### config.mk
export PLATFORM = sky130hd
export DESIGN_NAME = i2c_bitbang_master
export DESIGN_NICKNAME = d
export VERILOG_FILES = /design/src/hw/rtl/i2cbb_pkg.sv /design/src/hw/rtl/i2cbb_in_stage.sv /design/src/hw/rtl/i2cbb_fsm.sv /design/src/hw/rtl/i2cbb_out_stage.sv /design/src/hw/rtl/i2c_bitbang_master.sv
export SDC_FILE = /design/constraint.sdc
export NUM_CORES = 1
export LEC_CHECK = 0
export BUFFER_PORTS_ARGS = -buffer_cell sky130_fd_sc_hd__clkbuf_2
export CORE_AREA = 2 2 118 120
export DETAILED_ROUTE_END_ITERATION = 10
export DIE_AREA = 0 0 120 122
export PLACE_DENSITY = 0.68
export SLEW_MARGIN = 0
export SYNTH_ARGS = -nofsm -noshare
export SYNTH_HDL_FRONTEND = slang
export SYNTH_SLANG_ARGS = --single-unit
### constraint.sdc
create_clock -name clk -period 4.6 [get_ports clk]
set_input_delay 0.92 -clock clk [delete_from_list [all_inputs] [get_ports clk]]
set_output_delay 0.92 -clock clk [all_outputs]
set_load 0.03 [all_outputs]
### src/hw/rtl/i2cbb_pkg.sv
// i2cbb_pkg: types and constants for the bit-bang I2C master.
// Shared by the input stage, the phase engine, the output stage and the top level.
`default_nettype none

package i2cbb_pkg;

    typedef logic [2:0] cmd_t;

    localparam cmd_t CMD_NONE  = 3'd0;
    localparam cmd_t CMD_START = 3'd1;
    localparam cmd_t CMD_STOP  = 3'd2;
    localparam cmd_t CMD_WRITE = 3'd3;
    localparam cmd_t CMD_READ  = 3'd4;

    localparam logic       REG_HALF_PERIOD   = 1'b0;
    localparam logic       REG_STRETCH_LIMIT = 1'b1;
    localparam logic [15:0] HALF_PERIOD_RESET  = 16'd10;
    localparam logic [15:0] STRETCH_LIMIT_RESET = 16'd1000;

    localparam logic [3:0] BITS_PER_BYTE = 4'd8;

    typedef enum logic [6:0] {
        PH_IDLE       = 7'b0000001,
        PH_SETUP      = 7'b0000010,
        PH_STRETCH    = 7'b0000100,
        PH_HIGH       = 7'b0001000,
        PH_START_LOW  = 7'b0010000,
        PH_START_HOLD = 7'b0100000,
        PH_STOP_REL   = 7'b1000000
    } phase_t;

    typedef struct packed {
        cmd_t       cmd;
        logic [7:0] tx_byte;
        logic       send_ack;
        logic       scl_in;
        logic       sda_in;
    } in_item_t;

    typedef struct packed {
        logic       scl_pull_low;
        logic       sda_pull_low;
        logic       busy_res;
        logic       done_res;
        logic [7:0] rx_byte;
        logic       ack_seen;
        logic       stretch_timeout;
    } res_item_t;

    typedef struct packed {
        logic        we;
        logic        idx;
        logic [15:0] wdata;
    } cfg_wr_t;

endpackage

`default_nettype wire

### src/hw/rtl/i2cbb_in_stage.sv
// i2cbb_in_stage: input register for one beat of line samples and command.
// Depends on i2cbb_pkg.
`default_nettype none

module i2cbb_in_stage
    import i2cbb_pkg::*;
(
    input  wire logic     clk,
    input  wire logic     rst_n,
    input  wire logic     item_valid,
    output logic          item_stall,
    input  wire in_item_t item_in,
    input  wire logic     advance,
    output logic          step,
    output in_item_t      item_q
);

    logic     valid_reg;
    logic     valid_next;
    in_item_t item_reg;

    assign item_stall = valid_reg && !advance;
    assign step       = valid_reg && advance;
    assign item_q     = item_reg;

    always_comb
    begin
        valid_next = valid_reg;
        if (!item_stall)
        begin
            valid_next = item_valid;
        end
    end

    always_ff @(posedge clk or negedge rst_n)
    begin
        if (!rst_n)
        begin
            valid_reg <= 1'b0;
        end
        else
        begin
            valid_reg <= valid_next;
        end
    end

    always_ff @(posedge clk)
    begin
        if (item_valid && !item_stall)
        begin
            item_reg <= item_in;
        end
    end

endmodule

`default_nettype wire

### src/hw/rtl/i2cbb_fsm.sv
// i2cbb_fsm: configuration registers, bus phase machine and line drive.
// Advances one tick per beat. Depends on i2cbb_pkg.
`default_nettype none

module i2cbb_fsm
    import i2cbb_pkg::*;
(
    input  wire logic     clk,
    input  wire logic     rst_n,
    input  wire cfg_wr_t  cfg,
    input  wire logic     step,
    input  wire in_item_t item,
    output res_item_t     res
);

    logic [15:0] half_period_reg;
    logic [15:0] stretch_limit_reg;

    phase_t      phase_reg,         phase_next;
    cmd_t        active_cmd_reg,    active_cmd_next;
    logic [3:0]  bit_count_reg,     bit_count_next;
    logic [7:0]  shift_reg_reg,     shift_reg_next;
    logic [15:0] phase_timer_reg,   phase_timer_next;
    logic [15:0] stretch_timer_reg, stretch_timer_next;
    logic        bus_started_reg,   bus_started_next;
    logic        ack_bit_reg,       ack_bit_next;
    logic        ack_to_send_reg,   ack_to_send_next;
    logic        timeout_reg,       timeout_next;
    logic [7:0]  last_rx_reg,       last_rx_next;

    logic [15:0] hp;
    logic [16:0] timer_inc;
    logic        hold_done;
    logic        done;
    logic        data_drive;
    logic        scl_o;
    logic        sda_o;

    assign hp        = (half_period_reg == 16'd0) ? 16'd1 : half_period_reg;
    assign timer_inc = {1'b0, phase_timer_reg} + 17'd1;
    assign hold_done = timer_inc >= {1'b0, hp};

    always_ff @(posedge clk or negedge rst_n)
    begin
        if (!rst_n)
        begin
            half_period_reg   <= HALF_PERIOD_RESET;
            stretch_limit_reg <= STRETCH_LIMIT_RESET;
        end
        else if (cfg.we)
        begin
            if (cfg.idx == REG_HALF_PERIOD)
            begin
                half_period_reg <= cfg.wdata;
            end
            else
            begin
                stretch_limit_reg <= cfg.wdata;
            end
        end
    end

    always_comb
    begin
        phase_next         = phase_reg;
        active_cmd_next    = active_cmd_reg;
        bit_count_next     = bit_count_reg;
        shift_reg_next     = shift_reg_reg;
        phase_timer_next   = phase_timer_reg;
        stretch_timer_next = stretch_timer_reg;
        bus_started_next   = bus_started_reg;
        ack_bit_next       = ack_bit_reg;
        ack_to_send_next   = ack_to_send_reg;
        timeout_next       = timeout_reg;
        last_rx_next       = last_rx_reg;
        done               = 1'b0;

        unique case (phase_reg)
            PH_IDLE:
            begin
                if (item.cmd == CMD_START || item.cmd == CMD_STOP ||
                    item.cmd == CMD_WRITE || item.cmd == CMD_READ)
                begin
                    active_cmd_next    = item.cmd;
                    timeout_next       = 1'b0;
                    bit_count_next     = 4'd0;
                    phase_timer_next   = 16'd0;
                    stretch_timer_next = 16'd0;
                    if (item.cmd == CMD_WRITE)
                    begin
                        shift_reg_next = item.tx_byte;
                    end
                    if (item.cmd == CMD_READ)
                    begin
                        shift_reg_next   = 8'd0;
                        ack_to_send_next = item.send_ack;
                    end
                    if (item.cmd == CMD_START && !bus_started_reg)
                    begin
                        phase_next = PH_START_LOW;
                    end
                    else
                    begin
                        phase_next = PH_SETUP;
                    end
                end
            end
            PH_SETUP:
            begin
                if (hold_done)
                begin
                    phase_next         = PH_STRETCH;
                    phase_timer_next   = 16'd0;
                    stretch_timer_next = 16'd0;
                end
                else
                begin
                    phase_timer_next = timer_inc[15:0];
                end
            end
            PH_STRETCH:
            begin
                if (item.scl_in || stretch_timer_reg >= stretch_limit_reg)
                begin
                    if (!item.scl_in)
                    begin
                        timeout_next = 1'b1;
                    end
                    phase_next         = PH_HIGH;
                    phase_timer_next   = 16'd0;
                    stretch_timer_next = 16'd0;
                end
                else
                begin
                    stretch_timer_next = stretch_timer_reg + 16'd1;
                end
            end
            PH_HIGH:
            begin
                if (hold_done)
                begin
                    phase_timer_next   = 16'd0;
                    stretch_timer_next = 16'd0;
                    if (active_cmd_reg == CMD_START)
                    begin
                        phase_next = PH_START_LOW;
                    end
                    else if (active_cmd_reg == CMD_STOP)
                    begin
                        phase_next = PH_STOP_REL;
                    end
                    else if (bit_count_reg < BITS_PER_BYTE)
                    begin
                        shift_reg_next = {shift_reg_reg[6:0],
                                          (active_cmd_reg == CMD_READ) && item.sda_in};
                        bit_count_next = bit_count_reg + 4'd1;
                        phase_next     = PH_SETUP;
                    end
                    else
                    begin
                        if (active_cmd_reg == CMD_WRITE)
                        begin
                            ack_bit_next = item.sda_in;
                        end
                        else
                        begin
                            last_rx_next = shift_reg_reg;
                        end
                        done       = 1'b1;
                        phase_next = PH_IDLE;
                    end
                end
                else
                begin
                    phase_timer_next = timer_inc[15:0];
                end
            end
            PH_START_LOW:
            begin
                if (hold_done)
                begin
                    phase_next         = PH_START_HOLD;
                    phase_timer_next   = 16'd0;
                    stretch_timer_next = 16'd0;
                end
                else
                begin
                    phase_timer_next = timer_inc[15:0];
                end
            end
            PH_START_HOLD, PH_STOP_REL:
            begin
                if (hold_done)
                begin
                    bus_started_next   = (phase_reg == PH_START_HOLD);
                    done               = 1'b1;
                    phase_next         = PH_IDLE;
                    phase_timer_next   = 16'd0;
                    stretch_timer_next = 16'd0;
                end
                else
                begin
                    phase_timer_next = timer_inc[15:0];
                end
            end
            default:
            begin
                phase_next         = PH_IDLE;
                phase_timer_next   = 16'd0;
                stretch_timer_next = 16'd0;
            end
        endcase
    end

    // SDA level during bit cycles, from the updated state
    always_comb
    begin
        unique case (active_cmd_next)
            CMD_STOP:  data_drive = 1'b1;
            CMD_WRITE: data_drive = (bit_count_next < BITS_PER_BYTE) ?
                                    !shift_reg_next[7] : 1'b0;
            CMD_READ:  data_drive = (bit_count_next < BITS_PER_BYTE) ?
                                    1'b0 : !ack_to_send_next;
            default:   data_drive = 1'b0;
        endcase
    end

    always_comb
    begin
        unique case (phase_next)
            PH_SETUP:
            begin
                scl_o = 1'b1;
                sda_o = data_drive;
            end
            PH_STRETCH, PH_HIGH:
            begin
                scl_o = 1'b0;
                sda_o = data_drive;
            end
            PH_START_LOW:
            begin
                scl_o = 1'b0;
                sda_o = 1'b1;
            end
            PH_START_HOLD:
            begin
                scl_o = 1'b1;
                sda_o = 1'b1;
            end
            PH_STOP_REL:
            begin
                scl_o = 1'b0;
                sda_o = 1'b0;
            end
            default:
            begin
                scl_o = bus_started_next;
                sda_o = 1'b0;
            end
        endcase
    end

    assign res.scl_pull_low    = scl_o;
    assign res.sda_pull_low    = sda_o;
    assign res.busy_res        = (phase_next != PH_IDLE);
    assign res.done_res        = done;
    assign res.rx_byte         = last_rx_next;
    assign res.ack_seen        = ack_bit_next;
    assign res.stretch_timeout = timeout_next;

    always_ff @(posedge clk or negedge rst_n)
    begin
        if (!rst_n)
        begin
            phase_reg         <= PH_IDLE;
            active_cmd_reg    <= CMD_NONE;
            bit_count_reg     <= 4'd0;
            shift_reg_reg     <= 8'd0;
            phase_timer_reg   <= 16'd0;
            stretch_timer_reg <= 16'd0;
            bus_started_reg   <= 1'b0;
            ack_bit_reg       <= 1'b0;
            ack_to_send_reg   <= 1'b0;
            timeout_reg       <= 1'b0;
            last_rx_reg       <= 8'd0;
        end
        else if (step)
        begin
            phase_reg         <= phase_next;
            active_cmd_reg    <= active_cmd_next;
            bit_count_reg     <= bit_count_next;
            shift_reg_reg     <= shift_reg_next;
            phase_timer_reg   <= phase_timer_next;
            stretch_timer_reg <= stretch_timer_next;
            bus_started_reg   <= bus_started_next;
            ack_bit_reg       <= ack_bit_next;
            ack_to_send_reg   <= ack_to_send_next;
            timeout_reg       <= timeout_next;
            last_rx_reg       <= last_rx_next;
        end
    end

endmodule

`default_nettype wire

### src/hw/rtl/i2cbb_out_stage.sv
// i2cbb_out_stage: result register that holds a beat while the consumer stalls.
// Depends on i2cbb_pkg.
`default_nettype none

module i2cbb_out_stage
    import i2cbb_pkg::*;
(
    input  wire logic      clk,
    input  wire logic      rst_n,
    input  wire logic      step,
    input  wire res_item_t res_in,
    output logic           advance,
    output logic           res_valid,
    input  wire logic      res_stall,
    output res_item_t      res_q
);

    logic      valid_reg;
    logic      valid_next;
    res_item_t res_reg;

    assign advance   = !valid_reg || !res_stall;
    assign res_valid = valid_reg;
    assign res_q     = res_reg;

    always_comb
    begin
        valid_next = valid_reg;
        if (advance)
        begin
            valid_next = step;
        end
    end

    always_ff @(posedge clk or negedge rst_n)
    begin
        if (!rst_n)
        begin
            valid_reg <= 1'b0;
        end
        else
        begin
            valid_reg <= valid_next;
        end
    end

    always_ff @(posedge clk)
    begin
        if (step)
        begin
            res_reg <= res_in;
        end
    end

endmodule

`default_nettype wire

### src/hw/rtl/i2c_bitbang_master.sv
// i2c_bitbang_master: top level of the open-drain bit-bang I2C master.
// Instantiates i2cbb_in_stage, i2cbb_fsm and i2cbb_out_stage; uses i2cbb_pkg.
//
//   channel | handshake              | payload
//   --------+------------------------+-------------------------------------------
//   item    | item_valid / item_stall| cmd, tx_byte, send_ack, scl_in, sda_in
//   result  | res_valid / res_stall  | scl_pull_low, sda_pull_low, busy_res,
//           |                        | done_res, rx_byte, ack_seen, stretch_timeout
//   config  | cfg_we                 | cfg_idx, cfg_wdata
//
// One beat in per cycle while item_stall is low, one result beat out per item, through the
// input register, then phase update into the result register.
// rst_n clears the phase machine and both valid bits and loads the config defaults.
// A stalled result holds; the input register still takes one more beat.
`default_nettype none

module i2c_bitbang_master
    import i2cbb_pkg::*;
(
    input  wire logic        clk,
    input  wire logic        rst_n,
    input  wire logic        item_valid,
    output logic             item_stall,
    input  wire logic [2:0]  cmd,
    input  wire logic [7:0]  tx_byte,
    input  wire logic        send_ack,
    input  wire logic        scl_in,
    input  wire logic        sda_in,
    output logic             res_valid,
    input  wire logic        res_stall,
    output logic             scl_pull_low,
    output logic             sda_pull_low,
    output logic             busy_res,
    output logic             done_res,
    output logic [7:0]       rx_byte,
    output logic             ack_seen,
    output logic             stretch_timeout,
    input  wire logic        cfg_we,
    input  wire logic        cfg_idx,
    input  wire logic [15:0] cfg_wdata
);

    in_item_t  item_in;
    in_item_t  item_q;
    res_item_t res_d;
    res_item_t res_q;
    cfg_wr_t   cfg;
    logic      step;
    logic      advance;

    assign item_in.cmd      = cmd;
    assign item_in.tx_byte  = tx_byte;
    assign item_in.send_ack = send_ack;
    assign item_in.scl_in   = scl_in;
    assign item_in.sda_in   = sda_in;

    assign cfg.we    = cfg_we;
    assign cfg.idx   = cfg_idx;
    assign cfg.wdata = cfg_wdata;

    i2cbb_in_stage u_in (
        .clk        (clk),
        .rst_n      (rst_n),
        .item_valid (item_valid),
        .item_stall (item_stall),
        .item_in    (item_in),
        .advance    (advance),
        .step       (step),
        .item_q     (item_q)
    );

    i2cbb_fsm u_fsm (
        .clk   (clk),
        .rst_n (rst_n),
        .cfg   (cfg),
        .step  (step),
        .item  (item_q),
        .res   (res_d)
    );

    i2cbb_out_stage u_out (
        .clk       (clk),
        .rst_n     (rst_n),
        .step      (step),
        .res_in    (res_d),
        .advance   (advance),
        .res_valid (res_valid),
        .res_stall (res_stall),
        .res_q     (res_q)
    );

    assign scl_pull_low    = res_q.scl_pull_low;
    assign sda_pull_low    = res_q.sda_pull_low;
    assign busy_res        = res_q.busy_res;
    assign done_res        = res_q.done_res;
    assign rx_byte         = res_q.rx_byte;
    assign ack_seen        = res_q.ack_seen;
    assign stretch_timeout = res_q.stretch_timeout;

endmodule

`default_nettype wire

---- Yosys cells after proc, flatten, opt, wreduce, memory -nomap -nowiden ----
Index checks and enable logic that the tools add are counted.
word-level totals
  bits in registers ....................... 128
  bits of input ports ..................... 36
  output and inout bits ................... 16
  logic and storage cells ................. 166
cells by class
  add/subtract/negate cells ............... 3
  order comparisons ....................... 4
  equality and inequality tests ........... 33
  muxes and demuxes ....................... 67
  bitwise gates (word level) .............. 1
  reductions and logical operators ........ 30
operators by type and width
  cell                                                                     count
  8-bit two-way mux                                                        13
  16-bit two-way mux                                                       6
  16-bit case mux with 3 select lines                                      2
  7-bit two-way mux                                                        8
  7-bit case mux with 6 select lines                                       1
  1-bit two-way mux                                                        21
  4-bit two-way mux                                                        5
  3-bit by 2-bit equality test with 1-bit output, second input constant    6
  16-bit by 1-bit adder with 17-bit output, second input constant          1
  17-bit by 16-bit greater-or-equal comparator with 1-bit output           1
  16-bit by 1-bit adder with 16-bit output, second input constant          1
  16-bit greater-or-equal comparator                                       1
  16-bit logical NOT                                                       1
  8-bit case mux with 2 select lines                                       1
  7-bit by 2-bit equality test with 1-bit output, second input constant    2
  7-bit by 3-bit equality test with 1-bit output, second input constant    2
  7-bit by 4-bit equality test with 1-bit output, second input constant    2
  7-bit by 5-bit equality test with 1-bit output, second input constant    2
  7-bit by 6-bit equality test with 1-bit output, second input constant    2
  7-bit equality test, second input constant                               2
  2-bit by 1-bit inequality test with 1-bit output, second input constant  5
  3-bit equality test, second input constant                               3
  4-bit < comparator, second input constant                                2
  1-bit case mux with 2 select lines                                       4
  23 further kinds                                                         44

---- Longest topological paths before layout ----
  word-level depth ........................ 11
  mapped depth ............................ 19
  mapped depth without buffers ............ 16

---- Modules after synthesis ----
From an unflattened synthesis, not the netlist that was laid out.
unflattened totals
  cell total of the unflattened synthesis .. 693
  area, all modules ....................... 6959.2 um2
by module, submodules not included
  module           times used  cells an instance  area an instance (um2)  sequential area each (um2)
  i2cbb_fsm        1           656                6018.3                  2463.6
  i2cbb_in_stage   1           20                 484.2                   445.4
  i2cbb_out_stage  1           17                 456.7                   445.4

---- Worst setup path after synthesis ----
OpenSTA, ideal clock, no wires.
  path kind ............................... reg2reg
  start ................................... register u_fsm.phase_timer_reg[2]
  end ..................................... register u_out.res_reg (netlist bit u_out.res_q[12]) (data pin)
  setup time .............................. 0.259 ns
  arrival ................................. 3.649 ns
  required time ........................... 4.341 ns
  slack ................................... 0.692 ns
  cell stages (with the launch flop) ...... 19
  buffers on the path ..................... 2
  clock period less this slack ............ 3.908 ns
  cell sequence ........................... dfrtp_1 -> buf_4 -> and4_4 -> nand2_1 -> nor2_1 -> nand3_1 -> nor2_1 -> nand3_1 -> xnor2_1 -> ha_1 -> nand3_1 -> nor3_1 -> a2111o_1 -> a211oi_4 -> buf_6 -> nor3_4 -> a211oi_2 -> a22oi_1 -> a211o_1
RTL lines
  element                 line                   text
  start, declared         i2cbb_fsm.sv:23        logic [15:0] phase_timer_reg, phase_timer_next;
  start signal, assigned  i2cbb_fsm.sv:294       phase_timer_reg <= phase_timer_next;
  end signal, assigned    i2cbb_out_stage.sv:51  res_reg <= res_in;
  end, declared           i2cbb_out_stage.sv:20  res_item_t res_reg;

==> flow_summary.yaml <==
status:
  status: "completed"
grt:
  grt_usage_pct: 21.94
  grt_first_pass_wirelength_um: 24850
  grt_antenna_before_repair: 0
  grt_overflow: 0
  grt_start_max_net_pins: 76
  first_global_vias: 5104
sta:
  fin_skew_ps: 6.813
  drv_slew: 0
  tightest_slew_ps: 970.8
  slew_headroom_pct: 35.28
  setup_viol: 0
  fmax_ghz: 0.2310
  timing.final.ws_setup_ps: 271.1
  finalCriticalPeriod_ps: 4329
  post-route-period-util_pct: 94.11
  final_hold_viol_count: 0
synth:
  synth-edff-count: 28
  synthArstFlopShare_pct: 78.13
  ys_warn_count: 0
  synth_top_area_cell: "dfrtp_1"
  synth_top_cell_area_share_pct: 32.82
  synth_cell_types: 67
  syn_area_per_cell_um2: 10.22
  yosysMostFrequentCell: "nand2_1"
  netlist_area_um2: 6939
  syn_inst: 679
  synth_common_cells: "nand2_1 (93), dfrtp_1 (91), o21ai_0 (55)"
  ys_top_cells_by_area: "dfrtp_1 (33%), edfxtp_1 (12%), ha_1 (6.3%), mux2_2 (5.4%), nand2_1 (5.0%)"
  ys.flop_type: "dfrtp_1"
  synth-seq-cells: 128
  seq_area_frac_synth_pct: 48.34
  syn_nets: 750
floorplanning:
  coreArea_um2: 13500
  die_h_um: 122
  rows: 43
  die_area_um2: 14640
  die_w_um: 120
  pin_count: 52
  initial_core_util_pct: 51.39
pwr:
  swShare_pct: 29.81
  p_leak_uw: 0.003694
  seqPwrFrac_pct: 40.9
  p_comb_share_pct: 19.5
  ir_worst_vdd_v: 0.0002474
  p_switching_uw: 1022
  p_per_area_nw_per_um2: 430.4
  p_int_uw: 2405
  clkPwrFrac_pct: 39.6
cells_and_area:
  syn_to_final_growth_pct: 14.73
  fillers: 1168
  num_antenna_cells: 0
  seqCellArea_um2: 3354
  drive_gt1_share_pct: 20.56
  fin_cells: 924
  nets: 802
  multi_input_area_um2: 3282
cts:
  cts_max_level: 4
  clock_sinks: 128
  clockBufferDepth: 2
  path_clk_slew_ps: 60
  cts_tree: "done"
  cts_buffers: 17
  clock_latency_ps: 420
  cts-root-buf: "clkbuf_16"
  cts_resized: 0
routing:
  drtPass1Iterations: 5
  drt-total-wl_um: 14800
  vias: 5133
  drtIter0Drc: 397
  drt-wirelength-per-cell_um: 16.02
  ant_nets: 0
  viasPerCell: 5.555
  drc: 0
worst_setup_path:
  arrival_ps: 4500
  start_kind: "register"
  worstPathRequired_ps: 4770
  crit_type: "reg2reg"
  reg2reg_slack_ps: 270
  cp-end-kind: "register"
  path_max_fanout: 8
placement:
  port_buffers: 51
  place.gp.congestion: 0.8927
  place_inst: 888
  dp_slack_ps: 263.5
  dp.final_hpwl_um: 10800
flow_run:
  cap_viol_max_count: 0
hold_path:
  min_path_type: "reg2reg"
==> metrics by stage <==
step	util, %	total power [uW]	hold slack, ps	TNS [ps]	instance area [um^2]
final	58.95	3427	482.9	0	7961
after global routing	58.95	3613	507.3	-0.4206	7961
after CTS	58.73	3456	485.3	0	7931
after detailed placement	54.30	2088	472.9	0	7333
after global placement	54.30	2068	462.7	0	7333
after floorplan	-	1894	446.1	0	6939
==> layout make-up <==
cell class                      instances  share of cell area, %
Sequential cell                       128                  42.13
Inverter                               41                  1.933
Clock buffer                           21                  5.783
Clock inverter                         11                  1.729
Tap cell                              180                  2.829
Multi-Input combinational cell        480                  41.22
Timing Repair Buffer                   63                  4.369
==> cells in the final DEF (no fill, tap or decap), types with 17 or more instances in the layout <==
cell type  instances
nand2_1           93
dfrtp_1           91
o21ai_0           55
clkbuf_2          50
nor2_1            47
inv_1             40
ha_1              35
mux2_2            33
edfxtp_1          28
xor2_1            22
a21oi_1           18
nand3_1           17
clkbuf_16         17
==> logic make-up after synthesis <==
group,count (synthesis),share of synthesized area (%)
AOI/OAI and AO/OA,135,13.02
xor gates and xnor gates,33,4.165
adders and majority gates,35,6.311
buffers and inverters,71,4.363
DFF,128,48.34
muxes,44,7.068
and+or+nand+nor,233,16.73
==> per-layer routing <==
metal	vias up	track usage [%]	share of wire (%)
met5	-	0	0
met4	0	9.706	2.1
met3	26	4.728	4.2
met2	119	35.87	48
met1	2475	28.20	45
li1	2513	-	-
==> path summary, 6_finish.rpt <==
kind,start,end,cells past startpoint
worst min register to register,u_fsm.last_rx_reg[6],u_fsm.last_rx_reg[6],1
worst min-delay path,u_fsm.last_rx_reg[6],u_fsm.last_rx_reg[6],1
max in group asynchronous,rst_n,u_fsm.stretch_limit_reg[7],2
worst max register to register,u_fsm.phase_timer_reg[2],u_out.res_q[12],18
worst max-delay path,u_fsm.phase_timer_reg[2],u_out.res_q[12],18
min in group asynchronous,rst_n,u_fsm.stretch_timer_reg[7],1
==> power groups by stage <==
| stage | combinational, uW | clock [uW] | sequential [uW] |
|---|---|---|---|
| after global placement | 651 | 0 | 1420 |
| after floorplan | 495 | 0 | 1400 |
| after CTS | 671 | 1380 | 1400 |
| after global routing | 748 | 1440 | 1420 |
| after detailed placement | 667 | 0 | 1420 |
| final | 668 | 1360 | 1400 |
==> what timing repair did <==
action,4_1_cts,5_1_grt
setup endpoints to repair,0,5
buffers inserted,0,4
hold buffers,0,0
==> critical path: stages, from the launching register on <==
cell,delay (ps)
dfrtp_1,490
and4_4,300
nand2_1,60
nor2_1,200
nand3_1,190
nor2_1,310
nand3_1,180
xnor2_1,170
ha_1,320
nand3_1,140
nor3_1,70
a2111o_1,430
a211oi_4,160
buf_4,190
nor3_4,50
buf_4,170
a211oi_2,260
a22oi_1,130
a211o_1,270
(Power assumes the default switching activity.)
